--- src/design/dap_pkg.sv ---
`timescale 1ns / 1ps
// Shared types, constants and helper function of the decimal amount parser.
package dap_pkg;

  localparam int unsigned FracDigitsDef = 8;
  localparam int unsigned QueueDepth    = 2;

  localparam int unsigned ChW     = 8;
  localparam int unsigned AmountW = 64;
  localparam int unsigned StatusW = 3;
  localparam int unsigned WholeW  = 63;
  localparam int unsigned DigitW  = 4;
  localparam int unsigned NumDig  = 10;

  localparam logic [AmountW-1:0] MagMax = 64'h7FFF_FFFF_FFFF_FFFF;

  localparam logic [ChW-1:0] CharDot   = 8'h2E;
  localparam logic [ChW-1:0] CharMinus = 8'h2D;
  localparam logic [ChW-1:0] CharPlus  = 8'h2B;
  localparam logic [ChW-1:0] CharZero  = 8'h30;
  localparam logic [ChW-1:0] CharNine  = 8'h39;

  typedef enum logic [StatusW-1:0] {
    ST_OK           = 3'd0,
    ST_BAD_CHAR     = 3'd1,
    ST_SECOND_DOT   = 3'd2,
    ST_TOO_MANY_DEC = 3'd3,
    ST_RANGE        = 3'd4
  } status_e;

  typedef enum logic [2:0] {
    KIND_DIGIT,
    KIND_DOT,
    KIND_PLUS,
    KIND_MINUS,
    KIND_BAD
  } kind_e;

  typedef struct packed {
    kind_e             kind;
    logic [DigitW-1:0] digit;
    logic              last;
  } item_t;

  typedef struct packed {
    logic              neg;
    status_e           status;
    logic [WholeW-1:0] whole;
    logic [WholeW-1:0] frac;
  } total_t;

  // Power of ten, saturating at 10^19; evaluated at elaboration only.
  function automatic logic [AmountW-1:0] pow10(input int unsigned n);
    logic [AmountW-1:0] p;
    p = 64'd1;
    for (int unsigned i = 0; i < 19; i++) begin
      if (i < n) begin
        p = p * 64'd10;
      end
    end
    return p;
  endfunction

endpackage

--- src/design/dap_classify.sv ---
`timescale 1ns / 1ps
// Front stage: registers each character beat and classifies it.
module dap_classify (
  input  logic                     clk_i,
  input  logic                     rst_ni,
  input  logic                     in_valid_i,
  output logic                     in_ready_o,
  input  logic [dap_pkg::ChW-1:0]  ch_i,
  input  logic                     last_i,
  output logic                     out_valid_o,
  input  logic                     out_ready_i,
  output dap_pkg::item_t           item_o
);
  import dap_pkg::*;

  logic  vld_q;
  logic  first_q;
  item_t item_q;
  item_t item_d;

  assign in_ready_o  = !vld_q || out_ready_i;
  assign out_valid_o = vld_q;
  assign item_o      = item_q;

  always_comb begin
    item_d.digit = DigitW'(ch_i - CharZero);
    item_d.last  = last_i;
    if (ch_i >= CharZero && ch_i <= CharNine) begin
      item_d.kind = KIND_DIGIT;
    end else if (ch_i == CharDot) begin
      item_d.kind = KIND_DOT;
    end else if (first_q && ch_i == CharPlus) begin
      item_d.kind = KIND_PLUS;
    end else if (first_q && ch_i == CharMinus) begin
      item_d.kind = KIND_MINUS;
    end else begin
      item_d.kind = KIND_BAD;
    end
  end

  always_ff @(posedge clk_i or negedge rst_ni) begin
    if (!rst_ni) begin
      vld_q   <= 1'b0;
      first_q <= 1'b1;
    end else begin
      if (in_ready_o) begin
        vld_q <= in_valid_i;
      end
      if (in_valid_i && in_ready_o) begin
        first_q <= last_i;
      end
    end
  end

  always_ff @(posedge clk_i) begin
    if (in_valid_i && in_ready_o) begin
      item_q <= item_d;
    end
  end

endmodule

--- src/design/dap_queue.sv ---
`timescale 1ns / 1ps
// Short queue of classified characters between the front and back stages.
module dap_queue (
  input  logic           clk_i,
  input  logic           rst_ni,
  input  logic           in_valid_i,
  output logic           in_ready_o,
  input  dap_pkg::item_t item_i,
  output logic           out_valid_o,
  input  logic           out_ready_i,
  output dap_pkg::item_t item_o
);
  import dap_pkg::*;

  localparam int unsigned PtrW = (QueueDepth > 1) ? $clog2(QueueDepth) : 1;
  localparam int unsigned CntW = $clog2(QueueDepth + 1);

  item_t           mem_q [QueueDepth];
  logic [PtrW-1:0] wr_ptr_q;
  logic [PtrW-1:0] rd_ptr_q;
  logic [CntW-1:0] cnt_q;
  logic            push;
  logic            pop;

  assign in_ready_o  = cnt_q != CntW'(QueueDepth);
  assign out_valid_o = cnt_q != '0;
  assign item_o      = mem_q[rd_ptr_q];
  assign push        = in_valid_i && in_ready_o;
  assign pop         = out_valid_o && out_ready_i;

  always_ff @(posedge clk_i or negedge rst_ni) begin
    if (!rst_ni) begin
      wr_ptr_q <= '0;
      rd_ptr_q <= '0;
      cnt_q    <= '0;
    end else begin
      if (push) begin
        wr_ptr_q <= (wr_ptr_q == PtrW'(QueueDepth - 1)) ? '0 : wr_ptr_q + 1'b1;
      end
      if (pop) begin
        rd_ptr_q <= (rd_ptr_q == PtrW'(QueueDepth - 1)) ? '0 : rd_ptr_q + 1'b1;
      end
      if (push && !pop) begin
        cnt_q <= cnt_q + 1'b1;
      end else if (pop && !push) begin
        cnt_q <= cnt_q - 1'b1;
      end
    end
  end

  always_ff @(posedge clk_i) begin
    if (push) begin
      mem_q[wr_ptr_q] <= item_i;
    end
  end

endmodule

--- src/design/dap_accum.sv ---
`timescale 1ns / 1ps
// Back stage: accumulates the scaled whole and fraction parts and tracks scan errors.
module dap_accum #(
  parameter int unsigned FRAC_DIGITS = dap_pkg::FracDigitsDef
) (
  input  logic            clk_i,
  input  logic            rst_ni,
  input  logic            in_valid_i,
  output logic            in_ready_o,
  input  dap_pkg::item_t  item_i,
  output logic            out_valid_o,
  input  logic            out_ready_i,
  output dap_pkg::total_t total_o
);
  import dap_pkg::*;

  localparam logic [AmountW-1:0] Scale = pow10(FRAC_DIGITS);
  localparam int unsigned FracW = $clog2(Scale);
  localparam int unsigned CntW  = $clog2(FRAC_DIGITS + 2);
  localparam int unsigned IdxW  = (FRAC_DIGITS > 1) ? $clog2(FRAC_DIGITS) : 1;
  localparam int unsigned NextW = WholeW + 5;
  localparam logic [AmountW-1:0] LimitScaled = (MagMax / Scale) * Scale;

  logic [AmountW-1:0] whole_wt [NumDig];
  logic [FracW-1:0]   frac_wt  [FRAC_DIGITS][NumDig];

  for (genvar d = 0; d < NumDig; d++) begin : g_whole_wt
    assign whole_wt[d] = AmountW'(Scale * 64'(d));
    for (genvar i = 0; i < FRAC_DIGITS; i++) begin : g_frac_wt
      assign frac_wt[i][d] = FracW'(pow10(FRAC_DIGITS - 1 - i) * 64'(d));
    end
  end

  logic              neg_q, neg_d;
  logic              dot_q, dot_d;
  logic              ovf_q, ovf_d;
  logic [WholeW-1:0] whole_q, whole_d;
  logic [FracW-1:0]  frac_q, frac_d;
  logic [CntW-1:0]   cnt_q, cnt_d;
  status_e           err_q, err_d;
  logic [NextW-1:0]  whole_next;
  logic              tot_vld_q;
  total_t            tot_q;
  total_t            tot_d;
  logic              pop;
  logic              tot_load;

  assign in_ready_o  = !item_i.last || !tot_vld_q || out_ready_i;
  assign pop         = in_valid_i && in_ready_o;
  assign tot_load    = pop && item_i.last;
  assign out_valid_o = tot_vld_q;
  assign total_o     = tot_q;

  assign whole_next = (NextW'(whole_q) << 3) + (NextW'(whole_q) << 1)
                    + NextW'(whole_wt[item_i.digit]);

  always_comb begin
    neg_d   = neg_q;
    dot_d   = dot_q;
    ovf_d   = ovf_q;
    whole_d = whole_q;
    frac_d  = frac_q;
    cnt_d   = cnt_q;
    err_d   = err_q;
    if (err_q == ST_OK) begin
      case (item_i.kind)
        KIND_PLUS:  neg_d = 1'b0;
        KIND_MINUS: neg_d = 1'b1;
        KIND_DOT: begin
          if (dot_q) begin
            err_d = ST_SECOND_DOT;
          end else begin
            dot_d = 1'b1;
          end
        end
        KIND_DIGIT: begin
          if (dot_q) begin
            if (cnt_q < CntW'(FRAC_DIGITS)) begin
              frac_d = frac_q + frac_wt[cnt_q[IdxW-1:0]][item_i.digit];
              cnt_d  = cnt_q + 1'b1;
            end else begin
              cnt_d = CntW'(FRAC_DIGITS + 1);
            end
          end else if (!ovf_q) begin
            if (whole_next > NextW'(LimitScaled)) begin
              ovf_d = 1'b1;
            end else begin
              whole_d = WholeW'(whole_next);
            end
          end
        end
        default: err_d = ST_BAD_CHAR;
      endcase
    end

    tot_d.neg   = neg_d;
    tot_d.whole = whole_d;
    tot_d.frac  = WholeW'(frac_d);
    if (err_d != ST_OK) begin
      tot_d.status = err_d;
    end else if (cnt_d > CntW'(FRAC_DIGITS)) begin
      tot_d.status = ST_TOO_MANY_DEC;
    end else if (ovf_d) begin
      tot_d.status = ST_RANGE;
    end else begin
      tot_d.status = ST_OK;
    end
  end

  always_ff @(posedge clk_i or negedge rst_ni) begin
    if (!rst_ni) begin
      neg_q     <= 1'b0;
      dot_q     <= 1'b0;
      ovf_q     <= 1'b0;
      whole_q   <= '0;
      frac_q    <= '0;
      cnt_q     <= '0;
      err_q     <= ST_OK;
      tot_vld_q <= 1'b0;
    end else begin
      if (!tot_vld_q || out_ready_i) begin
        tot_vld_q <= tot_load;
      end
      if (pop) begin
        if (item_i.last) begin
          neg_q   <= 1'b0;
          dot_q   <= 1'b0;
          ovf_q   <= 1'b0;
          whole_q <= '0;
          frac_q  <= '0;
          cnt_q   <= '0;
          err_q   <= ST_OK;
        end else begin
          neg_q   <= neg_d;
          dot_q   <= dot_d;
          ovf_q   <= ovf_d;
          whole_q <= whole_d;
          frac_q  <= frac_d;
          cnt_q   <= cnt_d;
          err_q   <= err_d;
        end
      end
    end
  end

  always_ff @(posedge clk_i) begin
    if (tot_load) begin
      tot_q <= tot_d;
    end
  end

endmodule

--- src/design/dap_finish.sv ---
`timescale 1ns / 1ps
// Final stages: adds the two parts, checks the range and applies the sign.
module dap_finish (
  input  logic                          clk_i,
  input  logic                          rst_ni,
  input  logic                          in_valid_i,
  output logic                          in_ready_o,
  input  dap_pkg::total_t               total_i,
  output logic                          out_valid_o,
  input  logic                          out_ready_i,
  output logic signed [dap_pkg::AmountW-1:0] amount_o,
  output dap_pkg::status_e              status_o
);
  import dap_pkg::*;

  logic               sum_vld_q;
  logic [AmountW-1:0] mag_q;
  logic [AmountW-1:0] sum;
  status_e            sum_st_q;
  status_e            sum_st_d;
  logic               neg_q;
  logic               out_vld_q;
  logic [AmountW-1:0] amount_q;
  logic [AmountW-1:0] amount_d;
  status_e            status_q;
  logic               sum_ready;

  assign sum_ready   = !out_vld_q || out_ready_i;
  assign in_ready_o  = !sum_vld_q || sum_ready;
  assign out_valid_o = out_vld_q;
  assign amount_o    = amount_q;
  assign status_o    = status_q;

  assign sum = AmountW'(total_i.whole) + AmountW'(total_i.frac);

  always_comb begin
    if (total_i.status != ST_OK) begin
      sum_st_d = total_i.status;
    end else if (sum[AmountW-1]) begin
      sum_st_d = ST_RANGE;
    end else begin
      sum_st_d = ST_OK;
    end
    if (sum_st_q != ST_OK) begin
      amount_d = '0;
    end else if (neg_q) begin
      amount_d = '0 - mag_q;
    end else begin
      amount_d = mag_q;
    end
  end

  always_ff @(posedge clk_i or negedge rst_ni) begin
    if (!rst_ni) begin
      sum_vld_q <= 1'b0;
      out_vld_q <= 1'b0;
    end else begin
      if (in_ready_o) begin
        sum_vld_q <= in_valid_i;
      end
      if (sum_ready) begin
        out_vld_q <= sum_vld_q;
      end
    end
  end

  always_ff @(posedge clk_i) begin
    if (in_valid_i && in_ready_o) begin
      mag_q    <= sum;
      sum_st_q <= sum_st_d;
      neg_q    <= total_i.neg;
    end
    if (sum_vld_q && sum_ready) begin
      amount_q <= amount_d;
      status_q <= sum_st_q;
    end
  end

endmodule

--- src/design/decimal_amount_parser.sv ---
`timescale 1ns / 1ps
// Top level of the decimal amount parser: front classifier, queue, accumulator and finish.
// The parser takes one ASCII character per input beat, with tlast on the final character
// of each amount, and returns one result beat per amount: the value in units of
// 10^-FRAC_DIGITS in tdata and a status code in tuser (0 ok, 1 bad character, 2 second dot,
// 3 too many decimals, 4 out of range), with tdata zero whenever the status is not ok.
// A leading plus or minus sign is optional, and empty whole or fraction parts count as zero.
// It sustains one character per clock cycle unless the input stalls under backpressure;
// a result passes the classifier register, queue, accumulator total and finish stages.
// Backpressure on the result side fills the two-entry queue before the input stalls.
module decimal_amount_parser #(
  parameter int unsigned FRAC_DIGITS = dap_pkg::FracDigitsDef
) (
  input  logic                               clk_i,
  input  logic                               rst_ni,
  input  logic                               s_axis_tvalid,
  output logic                               s_axis_tready,
  input  logic [dap_pkg::ChW-1:0]            s_axis_tdata,  // [7:0] ch
  input  logic                               s_axis_tlast,
  output logic                               m_axis_tvalid,
  input  logic                               m_axis_tready,
  output logic signed [dap_pkg::AmountW-1:0] m_axis_tdata,  // [63:0] amount
  output logic [dap_pkg::StatusW-1:0]        m_axis_tuser   // [2:0] status
);
  import dap_pkg::*;

  logic    cls_valid;
  logic    cls_ready;
  item_t   cls_item;
  logic    q_valid;
  logic    q_ready;
  item_t   q_item;
  logic    tot_valid;
  logic    tot_ready;
  total_t  tot;
  status_e status;

  dap_classify u_classify (
    .clk_i       (clk_i),
    .rst_ni      (rst_ni),
    .in_valid_i  (s_axis_tvalid),
    .in_ready_o  (s_axis_tready),
    .ch_i        (s_axis_tdata),
    .last_i      (s_axis_tlast),
    .out_valid_o (cls_valid),
    .out_ready_i (cls_ready),
    .item_o      (cls_item)
  );

  dap_queue u_queue (
    .clk_i       (clk_i),
    .rst_ni      (rst_ni),
    .in_valid_i  (cls_valid),
    .in_ready_o  (cls_ready),
    .item_i      (cls_item),
    .out_valid_o (q_valid),
    .out_ready_i (q_ready),
    .item_o      (q_item)
  );

  dap_accum #(
    .FRAC_DIGITS (FRAC_DIGITS)
  ) u_accum (
    .clk_i       (clk_i),
    .rst_ni      (rst_ni),
    .in_valid_i  (q_valid),
    .in_ready_o  (q_ready),
    .item_i      (q_item),
    .out_valid_o (tot_valid),
    .out_ready_i (tot_ready),
    .total_o     (tot)
  );

  dap_finish u_finish (
    .clk_i       (clk_i),
    .rst_ni      (rst_ni),
    .in_valid_i  (tot_valid),
    .in_ready_o  (tot_ready),
    .total_i     (tot),
    .out_valid_o (m_axis_tvalid),
    .out_ready_i (m_axis_tready),
    .amount_o    (m_axis_tdata),
    .status_o    (status)
  );

  assign m_axis_tuser = status;

  a_err_zero: assert property (@(posedge clk_i) disable iff (!rst_ni)
    (m_axis_tvalid && m_axis_tuser != ST_OK) |-> (m_axis_tdata == '0))
    else $error("Nonzero amount with an error status.");

  a_status_code: assert property (@(posedge clk_i) disable iff (!rst_ni)
    m_axis_tvalid |-> (m_axis_tuser <= ST_RANGE))
    else $error("Undefined status code.");

  a_mag_range: assert property (@(posedge clk_i) disable iff (!rst_ni)
    m_axis_tvalid |-> (m_axis_tdata != {1'b1, {(AmountW-1){1'b0}}}))
    else $error("Amount magnitude beyond the signed range.");

endmodule
--- config.mk ---
export PLATFORM = sky130hd
export DESIGN_NAME = decimal_amount_parser
export DESIGN_NICKNAME = d
export VERILOG_FILES = /design/src/design/dap_pkg.sv /design/src/design/dap_classify.sv /design/src/design/dap_queue.sv /design/src/design/dap_accum.sv /design/src/design/dap_finish.sv /design/src/design/decimal_amount_parser.sv
export SDC_FILE = /design/constraint.sdc
export NUM_CORES = 1
export LEC_CHECK = 0
export BUFFER_PORTS_ARGS = -buffer_cell sky130_fd_sc_hd__buf_2
export CELL_PAD_IN_SITES_DETAIL_PLACEMENT = 2
export CELL_PAD_IN_SITES_GLOBAL_PLACEMENT = 2
export CORE_MARGIN = 2
export CORE_UTILIZATION = 25
export DETAILED_ROUTE_END_ITERATION = 6
export GPL_TIMING_DRIVEN = 0
export PLACE_DENSITY_LB_ADDON = 0.2
export SLEW_MARGIN = 15
export SYNTH_ARGS = -nofsm -noshare
export SYNTH_HDL_FRONTEND = slang
export SYNTH_SLANG_ARGS = --single-unit
--- constraint.sdc ---
create_clock -name clk_i -period 16.8 [get_ports clk_i]
set_clock_uncertainty 0.05 [all_clocks]
set_input_delay 0.84 -clock clk_i [delete_from_list [all_inputs] [get_ports clk_i]]
set_output_delay 0.84 -clock clk_i [all_outputs]
set_load 0.05 [all_outputs]
### Yosys cells after proc, flatten, opt, wreduce, memory -nomap -nowiden

Memories as Yosys holds them, arrays and structs flattened.
Index checks and enable logic that the tools add are counted.

| cells by class | value |
|---|---|
| add/subtract/negate cells | 11 |
| $lt $le $gt $ge | 7 |
| equal/unequal tests | 7 |
| muxes and demuxes | 54 |
| bitwise gates (word level) | 2 |
| reductions and logical operators | 37 |

Operators by type and width:

| cell | number |
|---|---|
| $mux W270 | 2 |
| $mux W63 | 6 |
| $mux W64 | 3 |
| $mux W27 | 7 |
| $bmux W27 S4 | 1 |
| $add A68 B64 Y68 | 1 |
| $gt A68 B63 Y1 const B | 1 |
| $add A66 B64 Y67 | 1 |
| $add A63 B27 Y64 | 1 |
| $sub A1 B64 Y64 const A | 1 |
| $add A27 B27 Y27 | 1 |
| $mux W3 | 9 |
| $eq A8 B6 Y1 const B | 3 |
| $mux W4 | 5 |
| $mux W1 | 16 |
| $logic_and A1 B1 Y1 | 11 |
| $reduce_bool A3 Y1 | 3 |
| $ge A8 B6 Y1 const B | 1 |
| $le A8 B6 Y1 const B | 1 |
| $reduce_bool A2 Y1 | 4 |
| $logic_not A1 Y1 | 7 |
| $eq A3 B2 Y1 const B | 2 |
| $logic_not A3 Y1 | 2 |
| $logic_or A1 B1 Y1 | 6 |
| other kinds (19) | 23 |

| storage, ports and cells | value |
|---|---|
| flip-flop bits (word level) | 346 |
| bits in writable memories | 16 |
| ROM bits | 3184 |
| bits of input ports | 13 |
| output and inout port bits | 69 |
| logic and storage cells | 150 |
| memories kept | 3 |

Memories:

| name | depth | bits a word | read ports | clocked after memory_dff | write ports | RTL line | text |
|---|---|---|---|---|---|---|---|
| (name not given) | 8 | 270 | 1 | 0 | 0 | dap_accum.sv:79 | `frac_d = frac_q + frac_wt[cnt_q[IdxW-1:0]][item_i.digit];` |
| (name not given) | 16 | 64 | 1 | 0 | 0 | dap_accum.sv:55 | `+ NextW'(whole_wt[item_i.digit]);` |
| u_queue.mem_q | 2 | 8 | 1 | 0 | 1 | dap_queue.sv:18 | `item_t mem_q [QueueDepth];` |

### Logic depth before layout (Yosys ltp)

An unclocked memory read counts as a cell.

| logic depth | value |
|---|---|
| depth after elaboration | 15 |
| depth in mapped cells | 31 |
| gate-level depth less buffers | 29 |

### Hierarchy

From an unflattened synthesis, not the netlist that was laid out.

| second synthesis, totals | value |
|---|---|
| cells, all modules | 2841 |
| area, all modules | 27104.7 µm² |

By module, submodules not included:

| module | instances | cells an instance | area an instance (µm²) | seq. area each (µm²) |
|---|---|---|---|---|
| dap_accum | 1 | 1774 | 16269.4 | 5350.1 |
| dap_finish | 1 | 997 | 9615.5 | 4103.9 |
| dap_queue | 1 | 43 | 787.0 | 580.6 |
| dap_classify | 1 | 27 | 432.9 | 291.5 |

### Least setup slack after synthesis

Ideal clock, no wire load.

| timing path | value |
|---|---|
| path kind | register -> register |
| from | reg u_queue.rd_ptr_q |
| to | reg u_accum.tot_q (netlist bit u_accum.total_o[69]), data pin |
| setup time | 260 ps |
| arrival time | 7053 ps |
| required time | 16490 ps |
| path slack | 9436 ps |
| cell stages (with the launch flop) | 27 |
| path buffers | 6 |
| clock period less this slack | 7364 ps |
| cells stage by stage | dfrtp_1 -> clkbuf_1 -> mux2i_1 -> clkbuf_1 -> clkbuf_1 -> ha_1 -> xnor2_1 -> a21oi_1 -> ha_1 -> and2_1 -> buf_2 -> a221o_1 -> a221o_1 -> and2_1 -> a41oi_2 -> o31ai_2 -> a41oi_2 -> o21ba_2 -> o221ai_1 -> or3b_1 -> or4_1 -> or4_1 -> nor4_2 -> nor4_1 -> buf_4 -> buf_6 -> mux2_4 |

RTL lines:

| what | RTL line | text |
|---|---|---|
| from (decl) | dap_queue.sv:20 | `logic [PtrW-1:0] rd_ptr_q;` |
| from (signal assigned) | dap_queue.sv:41 | `rd_ptr_q <= (rd_ptr_q == PtrW'(QueueDepth - 1)) ? '0 : rd_ptr_q + 1'b1;` |
| to (signal assigned) | dap_accum.sv:148 | `tot_q <= tot_d;` |
| to (decl) | dap_accum.sv:43 | `total_t tot_q;` |

==> impl_metrics.csv <==
group,metric,value,unit
timing,setup_tns,0,ns
power,pwr-share-comb,51.2,%
drt,vias_per_cell,5.19,
floorplanning,dieArea,106000,um2
worst_setup_path,slowest_stage,"mux2i_1",
worst_hold_path,holdCritPathClass,"in -> async",
drt,drc,0,
logic_synthesis,synth_ff_type,"edfxtp_1",
worst_setup_path,cp_max_fo,11,
job,cap_violations,0,
worst_setup_path,crit_top_cell,"clkbuf_1",
floorplanning,row_count,117,
timing,whs,0.186,ns
grt,grt.total_usage,18.3,%
worst_setup_path,crit_type,"reg -> reg",
drt,wire_per_inst,23.1,um
logic_synthesis,synth-edff-count,253,
grt,overflow,0,
timing,rsz0062_at_grt,"no",
timing,fmax,95.5,MHz
power,p_clk_share,18.5,%
drt,vias,22200,
worst_setup_path,critical_path_buf_inv_count,6,
clock_network,clockRootBuffer,"clkbuf_16",
clock_network,cts_tree,"yes",
logic_synthesis,yosysWarnings,0,
worst_setup_path,worstPathCellList,"clkbuf_1 > mux2i_1 > clkbuf_1 > clkbuf_1 > ha_1 > xnor2_1 > a21oi_1 > ha_1 > and2_1 > buf_2 > a221o_1 > a2111oi_0 > o21ai_1 > o21ai_1 > nor4_1 > xnor2_1 > or3b_1 > or4_1 > or4_1 > nor4_2 > nor4_1 > buf_4 > clkbuf_1 > a21oi_1",
worst_setup_path,cp-end-kind,"flip-flop",
worst_setup_path,cp.required,17.13,ns
drt,ant_nets,0,
power,power.share.switching,47.4,%
timing,min_period_over_period,62.4,%
drt,wirelength,98.9,mm
power,leakagePower,11.9,nW
timing,maxSlewViolCount,0,
logic_synthesis,seq_area_frac_synth,40.0,%
logic_synthesis,synth_top_area_share,29.4,%
timing,period_needed,10.48,ns
timing,worstMarginPinSlew,1.13,ns
worst_setup_path,worstPathArrival,10.80,ns
floorplanning,die_y,325,um
cells_and_area,finalInstanceArea,29600,um2
cells_and_area,nFillCells,11400,
place,dp_cells,4199,
clock_network,clock_path_buffers,3,
logic_synthesis,ys_ff_latch,362,
logic_synthesis,syn_area,25800,um2
logic_synthesis,mappedNetlistNets,2917,
clock_network,ctsResizeCount,0,
grt,grt_max_degree,66,
outcome,run_status,"finished, final reports clean",
logic_synthesis,yosys.area.top_type,"edfxtp_1",
floorplanning,core-area,102000,um2
logic_synthesis,syn_avg_cell_area,9.40,um2
timing,hold_violations,0,
logic_synthesis,synthCells,2745,
cells_and_area,fin_cells,4287,
worst_setup_path,startpoint_type,"flip-flop",
place,port_buffers,81,
clock_network,clk_latency,0.60,ns
grt,antenna_found_initial,4,
drt,drt_first_pass_iters,5,
worst_setup_path,crit_family,"compound AO/OA/AOI/OAI gates",
power,power_density,180,nW/um2
clock_network,cts.htree.levels,2,
clock_network,cts_buffers,46,
clock_network,cts.hold.buffers_added,0,
worst_setup_path,crit_path_max_incr_delay,0.83,ns
floorplanning,initial_core_util,25.3,%
power,p_seq_share,30.2,%
clock_network,cts.sinks,362,
clock_network,cts_setup_buffers,0,
floorplanning,die_w,325,um
worst_setup_path,rrSetupSlack,6.32,ns
floorplanning,io_pins,82,
grt,grt_pass1_wl,151,mm
cells_and_area,drive_gt1_share,9.08,%
timing,fin_ws,6.32,ns
timing,slew_headroom,22.8,%
place,hpwlAfterDp,79.6,mm
place,pre_cts_ws,6.36,ns
place,place_area,28100,um2
logic_synthesis,yosys-top-cells-area,"edfxtp_1 (29%), dfrtp_1 (10%), ha_1 (7.5%)",
power,power.switching,2.53,mW
timing,finalSetupViolCount,0,
power,peakVddDrop,89.1,uV
clock_network,path_clk_slew,0.06,ns
place,globalplace.congestion,0.894,
logic_synthesis,yosys.cell_types.count,94,
drt,dr.first_iter.drc_count,1326,
power,p_int,2.81,mW
cells_and_area,nets,3051,
cells_and_area,area_growth,14.7,%
logic_synthesis,synthArstFlopShare,30.1,%
grt,grt_pass1_vias,23900,
-- flip-flops by register name, indices dropped and copies added (netlist names), 2 cells and up --
register / count
u_accum.total_o: 94
u_finish.amount_o: 64
u_finish.mag_q: 64
u_accum.whole_q: 63
u_accum.frac_q: 27
u_queue.mem_q: 16
u_classify.item_o: 8
u_accum.cnt_q: 4
u_accum.err_q: 3
u_finish.status_o: 3
u_finish.sum_st_q: 3
u_queue.cnt_q: 2
-- stage by stage --
step / total power, mW / util, %
after floorplan: 3.37 / -
after global placement: 4.27 / 27.4
after detailed placement: 4.37 / 27.5
after CTS: 5.38 / 29.0
after global routing: 5.68 / 29.0
final: 5.34 / 29.0
-- power groups by stage --
stage / combinational (mW) / clock (mW) / sequential (mW)
3_3_place_gp: 2.63 / 0 / 1.65
3_5_place_dp: 2.73 / 0 / 1.63
5_1_grt: 2.98 / 1.05 / 1.65
2_1_floorplan: 1.57 / 0 / 1.80
4_1_cts: 2.75 / 1.02 / 1.62
6_report: 2.73 / 0.989 / 1.61
-- cell usage in the layout (no fill, tap or decap), types with 29 or more instances in the layout --
cell type,instances
xor2_1,116
buf_2,90
o21ai_0,165
nand3_1,92
a22o_1,46
a21o_1,61
and2_1,32
and3_1,40
clkbuf_16,46
inv_1,63
o31ai_1,33
o2bb2ai_1,30
nor2_1,238
dfrtp_1,108
nor3_1,43
xnor2_1,118
nand2b_1,30
nand4_1,29
clkbuf_1,105
edfxtp_1,253
a21oi_1,206
ha_1,155
nand2_1,277
a31oi_1,31
-- cells in the mapped netlist, types with 19 or more instances --
cell type / count
a211oi_1: 28
a21o_1: 61
a21oi_1: 206
a22o_1: 46
a31oi_1: 31
and2_1: 33
and3_1: 40
clkbuf_1: 96
dfrtp_1: 108
edfxtp_1: 253
ha_1: 155
inv_1: 64
mux2_2: 20
mux2_4: 20
nand2_1: 277
nand2b_1: 30
nand3_1: 92
nand4_1: 29
nor2_1: 238
nor2b_1: 24
nor3_1: 43
nor4_1: 20
o211ai_1: 23
o21a_1: 23
o21ai_0: 165
o2bb2ai_1: 30
o31ai_1: 33
or2_2: 19
or3_1: 22
xnor2_1: 118
xor2_1: 116
-- cells by family after synthesis --
group	count (synthesis)	share of synthesized area, %
adder cells (fa/ha/maj)	160	7.86
multiplexers	58	2.73
flip-flops	362	40.0
buffers and inverters	186	2.86
AO/OA/AOI/OAI	803	20.7
AND/OR/NAND/NOR	941	17.9
XOR/XNOR	235	8.00
-- layer usage --
metal,share of wire [%],GRT usage [%],vias to the layer above
li1,-,-,10500
met1,49,25.7,11200
met2,45,29.3,386
met3,3.9,2.73,103
met4,2.2,4.48,0
met5,0,0,-
-- area by class of cell --
class / count / area [um2] / area share [%]
diodes: 2 / 5.00 / 0.0169
clock buffers: 60 / 1250 / 4.24
multi-input cells: 2197 / 14800 / 49.9
repair buffers: 86 / 534 / 1.80
well taps: 1368 / 1710 / 5.78
flip-flops and latches: 362 / 10300 / 34.9
clock inverters: 26 / 264 / 0.892
plain buffers: 120 / 489 / 1.65
inverters: 66 / 250 / 0.845
-- worst reg2reg max path, cell delays in order (launching register included) --
cell,delay (ns)
dfrtp_1,0.35
clkbuf_1,0.48
mux2i_1,0.83
clkbuf_1,0.63
clkbuf_1,0.63
ha_1,0.37
xnor2_1,0.14
a21oi_1,0.11
ha_1,0.43
and2_1,0.19
buf_2,0.17
a221o_1,0.44
a2111oi_0,0.75
o21ai_1,0.28
o21ai_1,0.71
nor4_1,0.15
xnor2_1,0.37
or3b_1,0.38
or4_1,0.52
or4_1,0.58
nor4_2,0.46
nor4_1,0.18
buf_4,0.23
clkbuf_1,0.37
a21oi_1,0.45
-- worst paths after layout --
path / startpoint / end / cells past startpoint
min reg2reg: u_classify.item_o[0] / u_queue.mem_q[1][0] / 0
max in group asynchronous: rst_ni / u_accum.frac_q[16] / 2
max: u_queue.rd_ptr_q / u_accum.total_o[113] / 24
min: rst_ni / u_accum.whole_q[52] / 1
max reg2reg: u_queue.rd_ptr_q / u_accum.total_o[113] / 24
min in group clk_i: u_classify.item_o[0] / u_queue.mem_q[1][0] / 0
Power figures use the tool's default switching activity.
